===== src/sv/flvs_pkg.sv =====
// shared types and constants for the fifo/lru victim select block
// no dependencies; every other file imports this package
package flvs_pkg;

    localparam int FRAME_W = 4;
    localparam int MASK_W  = 16;
    localparam int STAMP_W = 64;
    localparam int Q_DEPTH = 2;

    // command codes carried by an input beat
    typedef enum logic [1:0] {
        CMD_LOAD   = 2'd0,
        CMD_ACCESS = 2'd1,
        CMD_FREE   = 2'd2,
        CMD_QUERY  = 2'd3
    } t_cmd;

    // one classified operation passed from front to back
    typedef struct packed {
        t_cmd                cmd;
        logic [FRAME_W-1:0]  frame;
        logic [MASK_W-1:0]   mask;
    } t_op;

    // back end sequencer states
    typedef enum logic [1:0] {
        BK_IDLE,
        BK_SCAN,
        BK_DRAIN,
        BK_DONE
    } t_back_state;

endpackage


===== src/sv/flvs_ifs.sv =====
// valid/ready channel interfaces for input, result and config beats
// depends on flvs_pkg
interface flvs_in_if;
    import flvs_pkg::*;

    logic               valid;
    logic               ready;
    t_cmd               cmd;
    logic [FRAME_W-1:0] frame;
    logic [MASK_W-1:0]  evictable_mask;

    modport source (output valid, output cmd, output frame, output evictable_mask,
                    input ready);
    modport sink   (input valid, input cmd, input frame, input evictable_mask,
                    output ready);
endinterface

interface flvs_out_if;
    import flvs_pkg::*;

    logic               valid;
    logic               ready;
    logic               victim_found;
    logic [FRAME_W-1:0] victim_frame;

    modport source (output valid, output victim_found, output victim_frame, input ready);
    modport sink   (input valid, input victim_found, input victim_frame, output ready);
endinterface

interface flvs_cfg_if;
    logic valid;
    logic ready;
    logic policy_mode;

    modport source (output valid, output policy_mode, input ready);
    modport sink   (input valid, input policy_mode, output ready);
endinterface


===== src/sv/flvs_front.sv =====
// front end: accepts input beats, holds the policy register, drops out-of-range and fifo-mode access commands
// depends on flvs_pkg and flvs_ifs
module flvs_front #(
    parameter int NUM_FRAMES = 16
) (
    input  logic           i_clk,
    input  logic           i_rst_n,
    flvs_in_if.sink        i_in,
    flvs_cfg_if.sink       i_cfg,
    output logic           o_push_valid,
    output flvs_pkg::t_op  o_push_op,
    input  logic           i_push_ready
);
    import flvs_pkg::*;

    localparam logic [6:0] FRAME_LIMIT = 7'(NUM_FRAMES);

    logic r_policy;
    logic r_vld, n_vld;
    t_op  r_op, n_op;
    logic keep;
    logic in_fire;

    // config writes are always taken
    assign i_cfg.ready = 1'b1;

    // stage register frees when the queue takes its beat
    assign i_in.ready   = !r_vld || i_push_ready;
    assign in_fire      = i_in.valid && i_in.ready;
    assign o_push_valid = r_vld;
    assign o_push_op    = r_op;

    // queries always pass; other commands need a frame in range, access needs lru
    always_comb begin
        keep = 1'b0;
        case (i_in.cmd)
            CMD_QUERY:  keep = 1'b1;
            CMD_ACCESS: keep = ({3'b000, i_in.frame} < FRAME_LIMIT) && r_policy;
            default:    keep = ({3'b000, i_in.frame} < FRAME_LIMIT);
        endcase
    end

    always_comb begin
        n_vld = r_vld;
        n_op  = r_op;
        if (r_vld && i_push_ready) begin
            n_vld = 1'b0;
        end
        if (in_fire && keep) begin
            n_vld       = 1'b1;
            n_op.cmd    = i_in.cmd;
            n_op.frame  = i_in.frame;
            n_op.mask   = i_in.evictable_mask;
        end
    end

    always_ff @(posedge i_clk) begin
        if (!i_rst_n) begin
            r_vld    <= 1'b0;
            r_policy <= 1'b0;
        end else begin
            r_vld <= n_vld;
            if (i_cfg.valid) begin
                r_policy <= i_cfg.policy_mode;
            end
        end
        r_op <= n_op;
    end

endmodule


===== src/sv/flvs_queue.sv =====
// short operation queue between front and back end
// depends on flvs_pkg
module flvs_queue (
    input  logic           i_clk,
    input  logic           i_rst_n,
    input  logic           i_push_valid,
    input  flvs_pkg::t_op  i_push_op,
    output logic           o_push_ready,
    output logic           o_pop_valid,
    output flvs_pkg::t_op  o_pop_op,
    input  logic           i_pop_ready
);
    import flvs_pkg::*;

    localparam int PTR_W = (Q_DEPTH > 1) ? $clog2(Q_DEPTH) : 1;
    localparam int CNT_W = $clog2(Q_DEPTH + 1);
    localparam logic [CNT_W-1:0] FULL = CNT_W'(Q_DEPTH);
    localparam logic [PTR_W-1:0] LAST = PTR_W'(Q_DEPTH - 1);

    t_op              r_ent [Q_DEPTH];
    logic [PTR_W-1:0] r_wr_ptr, r_rd_ptr;
    logic [CNT_W-1:0] r_count;
    logic             push, pop;

    assign o_push_ready = (r_count != FULL);
    assign o_pop_valid  = (r_count != '0);
    assign o_pop_op     = r_ent[r_rd_ptr];
    assign push         = i_push_valid && o_push_ready;
    assign pop          = o_pop_valid && i_pop_ready;

    // pointers wrap at the queue depth
    always_ff @(posedge i_clk) begin
        if (!i_rst_n) begin
            r_wr_ptr <= '0;
            r_rd_ptr <= '0;
            r_count  <= '0;
        end else begin
            if (push) begin
                r_wr_ptr <= (r_wr_ptr == LAST) ? '0 : r_wr_ptr + 1'b1;
            end
            if (pop) begin
                r_rd_ptr <= (r_rd_ptr == LAST) ? '0 : r_rd_ptr + 1'b1;
            end
            if (push && !pop) begin
                r_count <= r_count + 1'b1;
            end else if (pop && !push) begin
                r_count <= r_count - 1'b1;
            end
        end
        if (push) begin
            r_ent[r_wr_ptr] <= i_push_op;
        end
    end

endmodule


===== src/sv/flvs_back.sv =====
// back end: stamp memory, logical clock, victim scan and result register
// depends on flvs_pkg and flvs_ifs
module flvs_back #(
    parameter int DEPTH = 16
) (
    input  logic           i_clk,
    input  logic           i_rst_n,
    input  logic           i_pop_valid,
    input  flvs_pkg::t_op  i_pop_op,
    output logic           o_pop_ready,
    flvs_out_if.source     o_out
);
    import flvs_pkg::*;

    localparam int IDXW = (DEPTH > 1) ? $clog2(DEPTH) : 1;
    localparam logic [IDXW-1:0] LAST_IDX = IDXW'(DEPTH - 1);

    // stamp memory, valid bits and logical clock
    logic [STAMP_W-1:0] r_mem [DEPTH];
    logic [DEPTH-1:0]   r_valid, n_valid;
    logic [STAMP_W-1:0] r_clock, n_clock;
    logic               mem_we;
    logic [IDXW-1:0]    wr_addr;

    // sequencer and scan state
    t_back_state        r_st, n_st;
    logic [IDXW-1:0]    r_idx, n_idx;
    logic [MASK_W-1:0]  r_q_mask, n_q_mask;
    logic               r_rd_vld;
    logic               r_rd_ok;
    logic [IDXW-1:0]    r_rd_frame;
    logic [STAMP_W-1:0] r_rd_data;
    logic               r_found, n_found;
    logic [STAMP_W-1:0] r_best, n_best;
    logic [IDXW-1:0]    r_best_frame, n_best_frame;
    logic               hit;

    // result register
    logic               r_out_vld, n_out_vld;
    logic               r_out_found, n_out_found;
    logic [FRAME_W-1:0] r_out_frame, n_out_frame;

    assign o_pop_ready        = (r_st == BK_IDLE);
    assign o_out.valid        = r_out_vld;
    assign o_out.victim_found = r_out_found;
    assign o_out.victim_frame = r_out_frame;
    assign wr_addr            = IDXW'(i_pop_op.frame);

    // candidate: evictable, stamped, and strictly older than the best so far
    assign hit = r_rd_vld && r_rd_ok && (r_rd_data != '0)
                 && (!r_found || (r_rd_data < r_best));

    always_comb begin
        n_st         = r_st;
        n_valid      = r_valid;
        n_clock      = r_clock;
        n_idx        = r_idx;
        n_q_mask     = r_q_mask;
        n_found      = r_found;
        n_best       = r_best;
        n_best_frame = r_best_frame;
        n_out_vld    = r_out_vld;
        n_out_found  = r_out_found;
        n_out_frame  = r_out_frame;
        mem_we       = 1'b0;

        if (r_out_vld && o_out.ready) begin
            n_out_vld = 1'b0;
        end

        case (r_st)
            BK_IDLE: begin
                if (i_pop_valid) begin
                    case (i_pop_op.cmd)
                        CMD_LOAD, CMD_ACCESS: begin
                            mem_we           = 1'b1;
                            n_clock          = r_clock + 1'b1;
                            n_valid[wr_addr] = 1'b1;
                        end
                        CMD_FREE: begin
                            n_valid[wr_addr] = 1'b0;
                        end
                        default: begin
                            n_q_mask     = i_pop_op.mask;
                            n_idx        = '0;
                            n_found      = 1'b0;
                            n_best_frame = '0;
                            n_st         = BK_SCAN;
                        end
                    endcase
                end
            end
            BK_SCAN: begin
                if (r_idx == LAST_IDX) begin
                    n_st = BK_DRAIN;
                end else begin
                    n_idx = r_idx + 1'b1;
                end
            end
            BK_DRAIN: begin
                n_st = BK_DONE;
            end
            BK_DONE: begin
                if (!r_out_vld || o_out.ready) begin
                    n_out_vld   = 1'b1;
                    n_out_found = r_found;
                    n_out_frame = FRAME_W'(r_best_frame);
                    n_st        = BK_IDLE;
                end
            end
            default: begin
                n_st = BK_IDLE;
            end
        endcase

        // compare stage runs in the cycle after the memory read
        if (hit) begin
            n_found      = 1'b1;
            n_best       = r_rd_data;
            n_best_frame = r_rd_frame;
        end
    end

    // control state
    always_ff @(posedge i_clk) begin
        if (!i_rst_n) begin
            r_st      <= BK_IDLE;
            r_valid   <= '0;
            r_clock   <= '0;
            r_out_vld <= 1'b0;
            r_rd_vld  <= 1'b0;
        end else begin
            r_st      <= n_st;
            r_valid   <= n_valid;
            r_clock   <= n_clock;
            r_out_vld <= n_out_vld;
            r_rd_vld  <= (r_st == BK_SCAN);
        end
        r_idx        <= n_idx;
        r_q_mask     <= n_q_mask;
        r_found      <= n_found;
        r_best       <= n_best;
        r_best_frame <= n_best_frame;
        r_out_found  <= n_out_found;
        r_out_frame  <= n_out_frame;
        r_rd_ok      <= r_valid[r_idx] && r_q_mask[FRAME_W'(r_idx)];
        r_rd_frame   <= r_idx;
    end

    // stamp memory: one write port, one registered read port
    always_ff @(posedge i_clk) begin
        if (mem_we) begin
            r_mem[wr_addr] <= r_clock + 1'b1;
        end
        r_rd_data <= r_mem[r_idx];
    end

    // an empty result always reports frame zero
    a_none_frame_zero: assert property (@(posedge i_clk) disable iff (!i_rst_n)
        r_out_vld && !r_out_found |-> r_out_frame == '0)
        else $error("no-victim result with nonzero frame");

    // a found victim names a stored frame
    a_found_in_range: assert property (@(posedge i_clk) disable iff (!i_rst_n)
        r_out_vld && r_out_found |-> {1'b0, r_out_frame} < 5'(DEPTH))
        else $error("victim frame beyond stored frames");

    // the clock moves only when a load or access is carried out
    a_clock_only_on_stamp: assert property (@(posedge i_clk) disable iff (!i_rst_n)
        !(r_st == BK_IDLE && i_pop_valid
          && (i_pop_op.cmd == CMD_LOAD || i_pop_op.cmd == CMD_ACCESS))
        |=> r_clock == $past(r_clock))
        else $error("logical clock changed without a stamp");

    // a result is only produced from the done state
    a_result_from_done: assert property (@(posedge i_clk) disable iff (!i_rst_n)
        !r_out_vld ##1 r_out_vld |-> $past(r_st) == BK_DONE)
        else $error("result appeared outside done state");

endmodule


===== src/sv/fifo_lru_victim_select.sv =====
// top level of the fifo/lru victim select block
// depends on flvs_pkg, flvs_ifs, flvs_front, flvs_queue, flvs_back
//
// usage:
//   i_in carries commands (load, access, free, victim query) with a frame index
//   and an evictable mask; o_out returns one beat per victim query with
//   victim_found and victim_frame; i_cfg writes policy_mode (0 fifo, 1 lru) and
//   is always ready, to be written only while the block is idle.
// back end operation:
//   load, access and free are carried out from the back end idle state; a victim
//   query scans min(NUM_FRAMES,16) frames of the stamp memory, which is read
//   one frame per cycle through its single registered read port, then passes
//   the drain and done states. the front register and a two-entry queue accept
//   beats while a query scan is running.
// reset:
//   synchronous active-low i_rst_n clears all frame valid bits (every frame
//   empty), the logical clock and the policy register.
// stalls:
//   a finished result waits in the output register; the back end holds the
//   next query result until it is taken, and the queue and front register
//   absorb up to three more commands before i_in.ready drops.
module fifo_lru_victim_select #(
    parameter int NUM_FRAMES = 16
) (
    input  logic      i_clk,
    input  logic      i_rst_n,
    flvs_in_if.sink   i_in,
    flvs_cfg_if.sink  i_cfg,
    flvs_out_if.source o_out
);
    import flvs_pkg::*;

    // frames beyond the mask width can never be named or evicted
    localparam int DEPTH = (NUM_FRAMES < MASK_W) ? NUM_FRAMES : MASK_W;

    logic push_valid, push_ready;
    t_op  push_op;
    logic pop_valid, pop_ready;
    t_op  pop_op;

    // accept and classify
    flvs_front #(
        .NUM_FRAMES (NUM_FRAMES)
    ) u_front (
        .i_clk        (i_clk),
        .i_rst_n      (i_rst_n),
        .i_in         (i_in),
        .i_cfg        (i_cfg),
        .o_push_valid (push_valid),
        .o_push_op    (push_op),
        .i_push_ready (push_ready)
    );

    // decouple front from back
    flvs_queue u_queue (
        .i_clk        (i_clk),
        .i_rst_n      (i_rst_n),
        .i_push_valid (push_valid),
        .i_push_op    (push_op),
        .o_push_ready (push_ready),
        .o_pop_valid  (pop_valid),
        .o_pop_op     (pop_op),
        .i_pop_ready  (pop_ready)
    );

    // stamp store and victim scan
    flvs_back #(
        .DEPTH (DEPTH)
    ) u_back (
        .i_clk       (i_clk),
        .i_rst_n     (i_rst_n),
        .i_pop_valid (pop_valid),
        .i_pop_op    (pop_op),
        .o_pop_ready (pop_ready),
        .o_out       (o_out)
    );

endmodule

===== src/flat_wrapper.sv =====
// flat-port wrapper written by rule: the top's interface ports become plain ports
module fifo_lru_victim_select_flat import flvs_pkg::*;
#(
    parameter int NUM_FRAMES = 16
)
  (i_clk, i_rst_n, i_in_valid, i_in_cmd, i_in_frame, i_in_evictable_mask, i_in_ready, i_cfg_valid, i_cfg_policy_mode, i_cfg_ready, o_out_valid, o_out_victim_found, o_out_victim_frame, o_out_ready);
  flvs_in_if i_in_i ();
  flvs_cfg_if i_cfg_i ();
  flvs_out_if o_out_i ();
  input  logic i_clk;
  input  logic i_rst_n;
  input wire logic [$bits(i_in_i.valid)-1:0] i_in_valid;
  input wire logic [$bits(i_in_i.cmd)-1:0] i_in_cmd;
  input wire logic [$bits(i_in_i.frame)-1:0] i_in_frame;
  input wire logic [$bits(i_in_i.evictable_mask)-1:0] i_in_evictable_mask;
  output wire logic [$bits(i_in_i.ready)-1:0] i_in_ready;
  input wire logic [$bits(i_cfg_i.valid)-1:0] i_cfg_valid;
  input wire logic [$bits(i_cfg_i.policy_mode)-1:0] i_cfg_policy_mode;
  output wire logic [$bits(i_cfg_i.ready)-1:0] i_cfg_ready;
  output wire logic [$bits(o_out_i.valid)-1:0] o_out_valid;
  output wire logic [$bits(o_out_i.victim_found)-1:0] o_out_victim_found;
  output wire logic [$bits(o_out_i.victim_frame)-1:0] o_out_victim_frame;
  input wire logic [$bits(o_out_i.ready)-1:0] o_out_ready;
  assign i_in_i.valid = i_in_valid;
  assign i_in_i.cmd = i_in_cmd;
  assign i_in_i.frame = i_in_frame;
  assign i_in_i.evictable_mask = i_in_evictable_mask;
  assign i_in_ready = i_in_i.ready;
  assign i_cfg_i.valid = i_cfg_valid;
  assign i_cfg_i.policy_mode = i_cfg_policy_mode;
  assign i_cfg_ready = i_cfg_i.ready;
  assign o_out_valid = o_out_i.valid;
  assign o_out_victim_found = o_out_i.victim_found;
  assign o_out_victim_frame = o_out_i.victim_frame;
  assign o_out_i.ready = o_out_ready;
  fifo_lru_victim_select #(.NUM_FRAMES(NUM_FRAMES)) u_core (.i_clk(i_clk), .i_rst_n(i_rst_n), .i_in(i_in_i), .i_cfg(i_cfg_i), .o_out(o_out_i));
endmodule

===== config.mk =====
export PLATFORM = sky130hd
export DESIGN_NAME = fifo_lru_victim_select_flat
export DESIGN_NICKNAME = d
export VERILOG_FILES = /design/src/sv/flvs_pkg.sv /design/src/sv/flvs_ifs.sv /design/src/sv/flvs_front.sv /design/src/sv/flvs_queue.sv /design/src/sv/flvs_back.sv /design/src/sv/fifo_lru_victim_select.sv /design/src/flat_wrapper.sv
export SDC_FILE = /design/constraint.sdc
export NUM_CORES = 1
export LEC_CHECK = 0
export ABC_AREA = 1
export BUFFER_PORTS_ARGS = -buffer_cell sky130_fd_sc_hd__buf_4
export CAP_MARGIN = 20
export CELL_PAD_IN_SITES_DETAIL_PLACEMENT = 1
export CELL_PAD_IN_SITES_GLOBAL_PLACEMENT = 1
export CORE_UTILIZATION = 50
export DETAILED_ROUTE_END_ITERATION = 7
export PLACE_DENSITY = 0.75
export SYNTH_ARGS = -nofsm -noshare
export SYNTH_HDL_FRONTEND = slang
export SYNTH_SLANG_ARGS = --single-unit

===== constraint.sdc =====
create_clock -name i_clk -period 6.6 [get_ports i_clk]
set_clock_uncertainty 0.1 [all_clocks]
set_input_delay 0.66 -clock i_clk [delete_from_list [all_inputs] [get_ports i_clk]]
set_output_delay 0.66 -clock i_clk [all_outputs]
set_load 0.05 [all_outputs]

==> metrics.txt, run 1 <==
status finished clean; Hold Path Class in2reg; # IOs 36; CP max-delay cell dfxtp_1; worst slew pin tran 1.14 ns; CP Capture Type flip-flop; Cell Pwr Density 455 mW/mm²; DR vias 34673; max-cap violations 0; sum of negative setup slack 0 ns; Worst setup SP type flip-flop; max-slew violation count 0; dpl hpwl 91000 µm; placed insts 5422; Die H 329 µm; H-Tree Depth 4; nets@finish 4297; DP Area 0.0555 mm²; post-synth cell types 41; FF-to-FF path depth 8; clk sink count 1344; clock root cell clkbuf_16; Fin. Hold Viols 0; Mapped Nets 4251; setup violators final 0; DIE AREA 0.108 mm²; fin crit share 0.638; Worst-path clk slew 0.06 ns; f_max 0.237 GHz; clk_lat worst skew 0.75 ns; Synth Warn # 0; initial antenna violation count 4; Ant. Diodes 0; syn_area_per_cell 12.9 µm²; hold endpoint u_core.u_front.r_policy$_SDFFE_PN0P_; Post-route DRC 0; CTS buffer count 137; Clock Path Buffers 3; min Tclk post-route 4.21 ns; Reg-to-Reg End u_core.u_back.r_mem[10][39]$_DFFE_PP_; R2R Setup Slk 2.39 ns; Seq/Total Area, Yosys 0.725; row count 119; pin count of the biggest net entering global routing 191; first-pass GRT wire length 228000 µm; CORE AREA 0.106 mm²; vias per inst 6.08; crit path DAT 4.49 ns; Overflow after GRT 0; Setup CP Type reg2reg; Die Wd 329 µm; Routed Antenna Nets 0; vias in the first global route 36036; CP Max Fanout 42; Cell Count, Final, Fillers Out 5702; area grow syn2layout 12.8%; Relative slew margins 0.236; Layout fillers 10276; Placer Congestion 0.879; RSZ-0062 raised after global routing no; All-Layer GR Usage 0.284; cts repair resizes 0; hold path startpoint i_cfg_policy_mode; # port buffers 34; synthesized area 0.0535 mm²; critical-path cell list nand2_1 > o21ai_0 > inv_1 > nor2_4 > buf_4 > nand2_1 > inv_4 > buf_4; final wirelength 154000 µm; cell area after layout 0.0603 mm²; initial drt markers 3826; Leak 21.2 nW; CTS tree yes; peak supply drop 341 µV; #FFs+latches synth 1344; Worst Path Required 6.88 ns; fraction of layout cells with a size suffix above 1 0.0946; cell count after synthesis 4153; WHS Path Cells 3; drt wl/cell 27.0 µm; Initial Utilization 0.506; drt pass-1 iters 5; slowest stage delay, CP 1.00 ns
==> worst max-delay path, delay by kind of cell, from the launching register on <==
family,cells,cell delay (ns)
flops,1,1.00
compound gates,1,0.11
buf+inv,4,1.69
simple gates,3,0.82
==> logic make-up (layout without fill, tap and decap cells) <==
logic type / Yosys count / in the layout / synth area share
compound gates: 736 / 736 / 0.0885
mux: 116 / 116 / 0.0221
other cells: 1 / 1 / 0.0000701
buf+inv: 501 / 659 / 0.0367
simple gates: 1331 / 1331 / 0.103
flops: 1344 / 1344 / 0.725
fa+ha+maj: 70 / 70 / 0.0164
xor+xnor: 54 / 54 / 0.00884
==> report_power, final <==
part	switching, mW	internal, mW	total (mW)
combinational	6.10	2.16	8.27
clock	3.27	4.54	7.81
sequential	0.584	10.8	11.3
total	9.96	17.5	27.4
==> per-stage QoR <==
| stage | util | hold slack, ns | total power [mW] | setup slack [ns] |
|---|---|---|---|---|
| floorplan | - | 0.246 | 16.1 | 3.31 |
| global placement | 0.524 | 0.260 | 19.2 | 2.41 |
| detailed placement | 0.525 | 0.280 | 19.5 | 2.38 |
| CTS | 0.570 | 0.0497 | 27.3 | 2.34 |
| global route | 0.570 | 0.0849 | 28.4 | 2.11 |
| finish | 0.570 | 0.0979 | 27.4 | 2.39 |
==> metal layers <==
metal / vias up / share of wire / track usage / wire length (µm)
met5: - / 0.00027 / 0 / 41
met4: 6 / 0.026 / 0.0897 / 3990
met3: 242 / 0.067 / 0.0446 / 10300
met2: 1318 / 0.49 / 0.468 / 74900
met1: 17928 / 0.42 / 0.390 / 64600
li1: 15179 / - / - / -
==> state kept, by name, indices dropped and copies added (netlist names), 16 cells and up, named ones only <==
signal	count
u_core.u_back.r_mem	1024
u_core.u_back.r_best	64
u_core.u_back.r_clock	64
u_core.u_back.r_rd_data	64
u_core.u_queue.r_ent	44
u_core.u_front.o_push_op	22
u_core.u_back.r_q_mask	16
==> cells in the final DEF, fill, tap and decap left out, types with 30 or more instances in the layout <==
cell type     n
mux2i_1     100
a21oi_1      99
buf_4        96
clkbuf_1     42
ha_1         70
inv_1       248
nor2_1      718
o221ai_1    100
o21ai_0     335
o211ai_1     30
nand3_1     153
o32ai_1     156
nand2_1     346
dfxtp_1     161
clkbuf_16   143
edfxtp_1   1183
==> worst max path at each step <==
stage / start / cells past startpoint / endpoint / slack (ns)
2_1_floorplan: u_core.u_back.r_st[0]$_SDFFE_PN0P_ / 10 / u_core.u_back.r_mem[10][0]$_DFFE_PP_ / 3.31
3_3_place_gp: flip-flop / 8 / u_core.u_back.r_mem[7][14]$_DFFE_PP_ / 2.41
3_5_place_dp: flip-flop / 8 / u_core.u_back.r_mem[10][12]$_DFFE_PP_ / 2.38
4_1_cts: flip-flop / 8 / u_core.u_back.r_mem[9][8]$_DFFE_PP_ / 2.34
5_1_grt: flip-flop / 8 / u_core.u_back.r_mem[10][15]$_DFFE_PP_ / 2.11
6_report: flip-flop / 8 / u_core.u_back.r_mem[10][39]$_DFFE_PP_ / 2.39
==> final cells by class <==
| cell class | count | area (µm²) | share of cell area |
|---|---|---|---|
| Inverter | 274 | 1080 | 0.0179 |
| Sequential cell | 1344 | 38700 | 0.642 |
| Tap cell | 1391 | 1740 | 0.0289 |
| Clock inverter | 52 | 562 | 0.00932 |
| Clock buffer | 199 | 3930 | 0.0651 |
| Multi-Input combinational cell | 2308 | 13000 | 0.216 |
| Timing Repair Buffer | 134 | 1250 | 0.0207 |
==> what timing repair did <==
action,4_1_cts,5_1_grt
hold buffers,23,0
setup buffers,0,0
endpoints found under the hold margin,23,0
==> Yosys cell counts (all sizes together) <==
master | number | area share
edfxtp | 1183 | 0.66
mux2 | 16 | 0.0034
buf | 72 | 0.0066
xor2 | 52 | 0.0085
nand3 | 154 | 0.015
o221ai | 100 | 0.016
nor3 | 31 | 0.0032
nor4 | 24 | 0.0030
nor2 | 736 | 0.053
o32ai | 156 | 0.026
conb | 1 | 0.000070
nand4 | 22 | 0.0026
o31ai | 1 | 0.00014
xnor2 | 2 | 0.00033
inv | 274 | 0.019
a31oi | 1 | 0.00012
clkbuf | 155 | 0.011
o21ai | 345 | 0.032
o21a | 2 | 0.00028
nand3b | 9 | 0.0013
o211ai | 30 | 0.0042
a21oi | 99 | 0.0093
a211oi | 2 | 0.00028
nand2 | 352 | 0.025
or2 | 3 | 0.00035
dfxtp | 161 | 0.060
mux2i | 100 | 0.019
ha | 70 | 0.016
Note: power is estimated with default switching activity, not from simulation.
==> run 2, diff against run 1 <==
Settings changed: ABC_AREA 1 to 0, PLACE_DENSITY 0.75 to 0.71.
Clock period 6.6 ns to 4.22 ns, I/O delays scaled along.
==> run 2 against run 1 <==
Effect of this change:
- sequential power grew 42%
- global-route usage decreased by 4.3 points
- die area is 3.1% lower
- sequential cell count unchanged
- via count down 26%
- critical path type unchanged
- final cell count shrank 25%
- register-to-register slack worse by 2.0 ns
- final area is 1.8% lower
- area after synthesis is 3.1% lower
==> metrics.txt, run 2 <==
clk_lat worst skew 0.73 ns; max-cap violations 0; Hold Path Class in2reg; initial drt markers 2432; Worst setup SP type flip-flop; commonest non-fill, non-tap cell in the layout edfxtp_1; clk sink count 1344; cell with the most instances after synthesis edfxtp_1; Top reg by flops u_core.u_back.r_mem; final wirelength 123000 µm; Leak 19.6 nW; setup violators final 0; # port buffers 34; synthesized area 0.0518 mm²; drt pass-1 iters 7; most frequent cells in the layout 1183 x edfxtp_1, 321 x mux4_2, 161 x dfxtp_1; status finished clean; area fraction of the dominant cell type after synthesis 0.686; f_max 0.262 GHz; hold_ws 0.0524 ns; Seq/Total Area, Yosys 0.748; #FFs+latches synth 1344; Post-synth EDFFs 1183; Relative slew margins 0.281; fraction of layout cells with a size suffix above 1 0.240; Synth area leaders edfxtp_1 69%, mux4_2 14%, dfxtp_1 6.2%; nets@finish 2913; Finished Core Util 0.579; dpl hpwl 68300 µm; CP Max Fanout 33; Placement Setup Slack 0.436 ns; pin count of the biggest net entering global routing 141; CORE AREA 0.102 mm²; Cell Count, Final, Fillers Out 4290; vias per inst 5.99; Worst Path Required 4.48 ns; All-Layer GR Usage 0.242; Mapped Nets 2719; clock root cell clkbuf_16; min Tclk post-route 3.81 ns; row count 117; drt wl/cell 28.8 µm; vias in the first global route 27629; Routed Antenna Nets 0; crit path DAT 4.07 ns; syn_area_per_cell 19.8 µm²; Layout fillers 8751; first-pass GRT wire length 181000 µm; RSZ-0062 raised after global routing no; Post-route DRC 0; Cell Pwr Density 589 mW/mm²; Initial Utilization 0.506; ys flop type edfxtp_1; Setup CP Type reg2reg; cell count after synthesis 2621; # IOs 36; Fin. Hold Viols 0; DIE AREA 0.105 mm²; Worst-path clk slew 0.06 ns; final worst setup slack 0.410 ns; Die Wd 324 µm; sequential standard cell area 0.0387 mm²; fin crit share 0.903; peak supply drop 590 µV; worst slew pin tran 1.08 ns; DR vias 25718; cell taking the most area after synthesis edfxtp_1; CP Capture Type flip-flop; post-synth cell types 58; CTS buffer count 135; H-Tree Depth 4; Synth Warn # 0; Die H 324 µm; Multi-input gate area 0.0125 mm²; initial antenna violation count 4; Placer Congestion 0.814; area grow syn2layout 14.3%; FFs w/ async S/R, synth 0; CTS tree yes; Overflow after GRT 0; placed insts 3998; Largest register FFs 1024; Clock Path Buffers 3; Commonest cells post-synth 1183 x edfxtp_1, 321 x mux4_2, 161 x dfxtp_1; max-slew violation count 0
## run 2: cell count changes in the layout (fill, tap and decap cells not counted), sizes merged, moves of 156 or more
cell	before	now
inv	278	78
o32ai	156	0
nor2	736	142
nand2	352	101
mux4	0	321
o21ai	345	27
## run 2: cells by family (layout without fill, tap and decap cells)
| group | after synthesis | after routing | synth area share |
|---|---|---|---|
| flip-flops | 1344 | 1344 | 0.748 |
| AND/OR/NAND/NOR | 420 | 420 | 0.0395 |
| multiplexers | 345 | 345 | 0.145 |
| buffers and inverters | 184 | 484 | 0.0142 |
| AO/OA/AOI/OAI | 142 | 142 | 0.0175 |
| XOR/XNOR | 115 | 115 | 0.0194 |
| adder cells (fa/ha/maj) | 70 | 70 | 0.0169 |
| other | 1 | 2 | 0.0000724 |
## run 2: worst max-delay path, stage by stage, from the launching register on
cell	delay [ns]
edfxtp_1	0.36
inv_1	0.08
ha_1	0.25
a21oi_1	0.15
o21ai_0	0.12
a221oi_1	0.36
a31oi_1	0.15
o211ai_1	0.31
a31oi_1	0.21
nor2_4	0.81
buf_4	0.55
## run 2: final timing paths
path / startpoint / slack, ns / cells past startpoint / endpoint
worst max-delay path: u_core.u_back.r_best[11]$_DFFE_PP_ / 0.41 / 10 / u_core.u_back.r_best[50]$_DFFE_PP_
worst min-delay path: i_in_valid / 0.05 / 4 / u_core.u_front.o_push_valid$_SDFFE_PN0P_
worst max register to register: u_core.u_back.r_best[11]$_DFFE_PP_ / 0.41 / 10 / u_core.u_back.r_best[50]$_DFFE_PP_
worst min register to register: u_core.u_front.o_push_op[19]$_DFFE_PP_ / 0.35 / 0 / u_core.u_queue.r_ent[0][19]$_DFFE_PP_
## run 2: final cells by class
cell class,instances,area share
Clock inverter,48,0.00669
Antenna cell,1,0.0000422
Tap cell,1368,0.0289
Inverter,77,0.00488
Clock buffer,195,0.0661
Timing Repair Buffer,164,0.0288
Sequential cell,1344,0.654
Multi-Input combinational cell,1093,0.211
## run 2: per-layer routing
metal / up-vias / global-route usage / part of all wire
met5: - / 0 / 0.00014
met4: 2 / 0.0720 / 0.024
met3: 181 / 0.0362 / 0.055
met2: 794 / 0.397 / 0.49
met1: 13846 / 0.337 / 0.43
li1: 10895 / - / -
## run 2: power by group
part	switching, mW	leakage [nW]	total [mW]	internal (mW)
clock	4.85	2.11	11.7	6.81
sequential	0.638	12.2	16.0	15.4
combinational	3.78	5.26	7.23	3.45
total	9.27	19.6	34.9	25.6
## run 2: repair_timing
item,CTS,global route
hold buffers,27,0
gates resized for setup,0,0
endpoints found under the hold margin,40,0
setup buffers,0,0
## run 2: through the flow
step | setup TNS (ns) | instance area, µm² | power [mW]
2_1_floorplan | -487.54 | 51800 | 21.0
3_3_place_gp | 0 | 54400 | 23.3
3_5_place_dp | 0 | 54500 | 23.5
4_1_cts | 0 | 59000 | 35.2
5_1_grt | 0 | 59200 | 36.1
6_report | 0 | 59200 | 34.9
==> run 3, diff against run 2 <==
Settings changed: SYNTH_HIERARCHICAL from default to 1.
==> run 3 against run 2 <==
Effect of this change:
- hold slack improved by 0.17 ns
- sequential cell count unchanged
- final cell count is 0.23% higher
- sequential share of layout area is 0.63 points lower
- die area rose by 0.25%
- first-iteration DRC count decreased by 2.3%
- combinational power fell by 7.2%
- area after synthesis rose by 0.25%
- non-clock buffer count increased by 23
- worst setup slack gained 0.40 ns
- largest cell class unchanged
- highest routed layer unchanged
==> metrics.txt, run 3 <==
peak supply drop 526 µV; Post-synth EDFFs 1183; Top reg by flops u_core/u_back/r_mem; cell count after synthesis 2599; Die H 324 µm; CP Capture Type flip-flop; Synth area leaders edfxtp_1 68%, mux4_2 14%, dfxtp_1 6.2%; Routed Antenna Nets 0; hold path startpoint i_rst_n; Post-Synth Adder-Cell Area 0.0169; pin count of the biggest net entering global routing 93; min Tclk post-route 3.41 ns; CTS buffer count 136; Post-CTS Setup Bufs 0; CTS tree yes; setup violators final 0; Largest register FFs 1024; All-Layer GR Usage 0.240; Seq/Total Area, Yosys 0.746; max-cap violations 0; Cell Count, Final, Fillers Out 4300; Commonest cells post-synth 1183 x edfxtp_1, 321 x mux4_2, 161 x dfxtp_1; cell taking the most area after synthesis edfxtp_1; RSZ-0062 raised after global routing no; dpl hpwl 70600 µm; Initial Utilization 0.508; worst slew pin tran 1.10 ns; Pwr Total 34.8 mW; Finished Core Util 0.585; clock root cell clkbuf_16; # IOs 36; Worst Path Required 4.54 ns; Clock Path Buffers 3; initial antenna violation count 7; CORE AREA 0.102 mm²; CTS Hold Bufs 26; status finished clean; #FFs+latches synth 1344; Synth Area in XOR/XNOR 0.0197; commonest non-fill, non-tap cell in the layout edfxtp_1; crit path DAT 3.72 ns; Cell Pwr Density 581 mW/mm²; Overflow after GRT 0; f_max 0.294 GHz; nets@finish 2915; Fin. Hold Viols 0; cell with the most instances after synthesis edfxtp_1; Mapped Nets 2697; final wirelength 125000 µm; fin crit share 0.807; Worst setup SP type flip-flop; Hold Path Class in2reg; simple-gate share of the synthesized area 0.0421; ys flop type edfxtp_1; fraction of layout cells with a size suffix above 1 0.258; clk_lat worst skew 0.75 ns; WHS Path Cells 2; first-pass GRT wire length 183000 µm; clk sink count 1344; compound-gate portion of the synthesized area 0.0175; Post-route DRC 0; Reg-to-Reg End u_core/u_back/r_mem[6][58]$_DFFE_PP_; cts repair resizes 0; Worst-path clk slew 0.06 ns; vias per inst 6.02; mux cell area share after synthesis 0.144; drt wl/cell 29.1 µm; vias in the first global route 27765; sum of negative setup slack 0 ns; post-synth cell types 62; most frequent cells in the layout 1183 x edfxtp_1, 321 x mux4_2, 161 x dfxtp_1; Placer Congestion 0.856; DP Area 0.0549 mm²; FF-to-FF path depth 7; Synth Warn # 6; # port buffers 34; syn_area_per_cell 20.0 µm²; Leak 18.8 nW; CP Max Fanout 16; Relative slew margins 0.265; placed insts 4004; cell area after layout 0.0598 mm²; H-Tree Depth 4; synthesized area 0.0519 mm²; R2R Setup Slk 0.81 ns; Ant. Diodes 0; max-slew violation count 0; initial drt markers 2376; R2R Path Start u_core/u_back/r_clock[0]$_SDFFE_PN0P_; DIE AREA 0.105 mm²; Setup CP Type reg2reg; largest family of logic cells by synthesized area multiplexers; FFs w/ async S/R, synth 0; DR vias 25890; Die Wd 324 µm; row count 117; drt pass-1 iters 7; area grow syn2layout 15.2%; area fraction of the dominant cell type after synthesis 0.684
[run 3: power by group]
part | internal (mW) | total [mW] | switching, mW
clock | 7.07 | 12.2 | 5.09
combinational | 3.16 | 6.71 | 3.55
sequential | 15.3 | 15.9 | 0.572
[run 3: metrics by stage]
stage / worst slack (ns) / hold slack [ns]
floorplan: -0.798 / 0.246
global placement: 0.918 / 0.318
global route: 0.539 / 0.249
detailed placement: 0.652 / 0.326
finish: 0.814 / 0.220
CTS: 0.643 / 0.221
[run 3: layer usage]
layer / track usage / vias up / routed length (µm)
met3: 0.0407 / 210 / 7240
met4: 0.0778 / 2 / 3460
met5: 0 / - / 13
met2: 0.397 / 877 / 62100
met1: 0.326 / 13914 / 52300
li1: - / 10887 / -
[run 3: how the worst max path moves through the flow]
stage / start / to / cells past startpoint
2_1_floorplan: flip-flop / u_core/u_back/r_mem[7][0]$_DFFE_PP_ / 6
3_3_place_gp: u_core/u_back/r_clock[0]$_SDFFE_PN0P_ / u_core/u_back/r_mem[8][36]$_DFFE_PP_ / 7
3_5_place_dp: u_core/u_back/r_clock[0]$_SDFFE_PN0P_ / u_core/u_back/r_mem[2][36]$_DFFE_PP_ / 7
4_1_cts: u_core/u_back/r_clock[0]$_SDFFE_PN0P_ / u_core/u_back/r_mem[7][36]$_DFFE_PP_ / 7
5_1_grt: u_core/u_back/r_clock[0]$_SDFFE_PN0P_ / u_core/u_back/r_mem[4][58]$_DFFE_PP_ / 7
6_report: u_core/u_back/r_clock[0]$_SDFFE_PN0P_ / u_core/u_back/r_mem[6][58]$_DFFE_PP_ / 7
[run 3: cell type report]
| type | instances | area [µm²] |
|---|---|---|
| Multi-Input combinational cell | 1072 | 12600 |
| Tap cell | 1368 | 1710 |
| Fill cell | 8665 | 42500 |
| Inverter | 76 | 285 |
| Timing Repair Buffer | 187 | 1890 |
| Clock buffer | 171 | 3690 |
| Sequential cell | 1344 | 38700 |
| Clock inverter | 82 | 867 |
[run 3: cell families after synthesis]
kind of cell	after synthesis
AO/OA/AOI/OAI	136
XOR/XNOR	117
adder cells (fa/ha/maj)	70
buffers and inverters	183
flip-flops	1344
multiplexers	345
other	1
AND/OR/NAND/NOR	403
[run 3: critical path, cell delays in order, from the launching register on]
cell and delay [ns]:
dfxtp_1 0.39, ha_1 0.25, nand4_1 0.24, nor3_2 0.37, nand3_4 0.19, or4_4 0.63
nor2_1 0.16, xor2_1 0.74
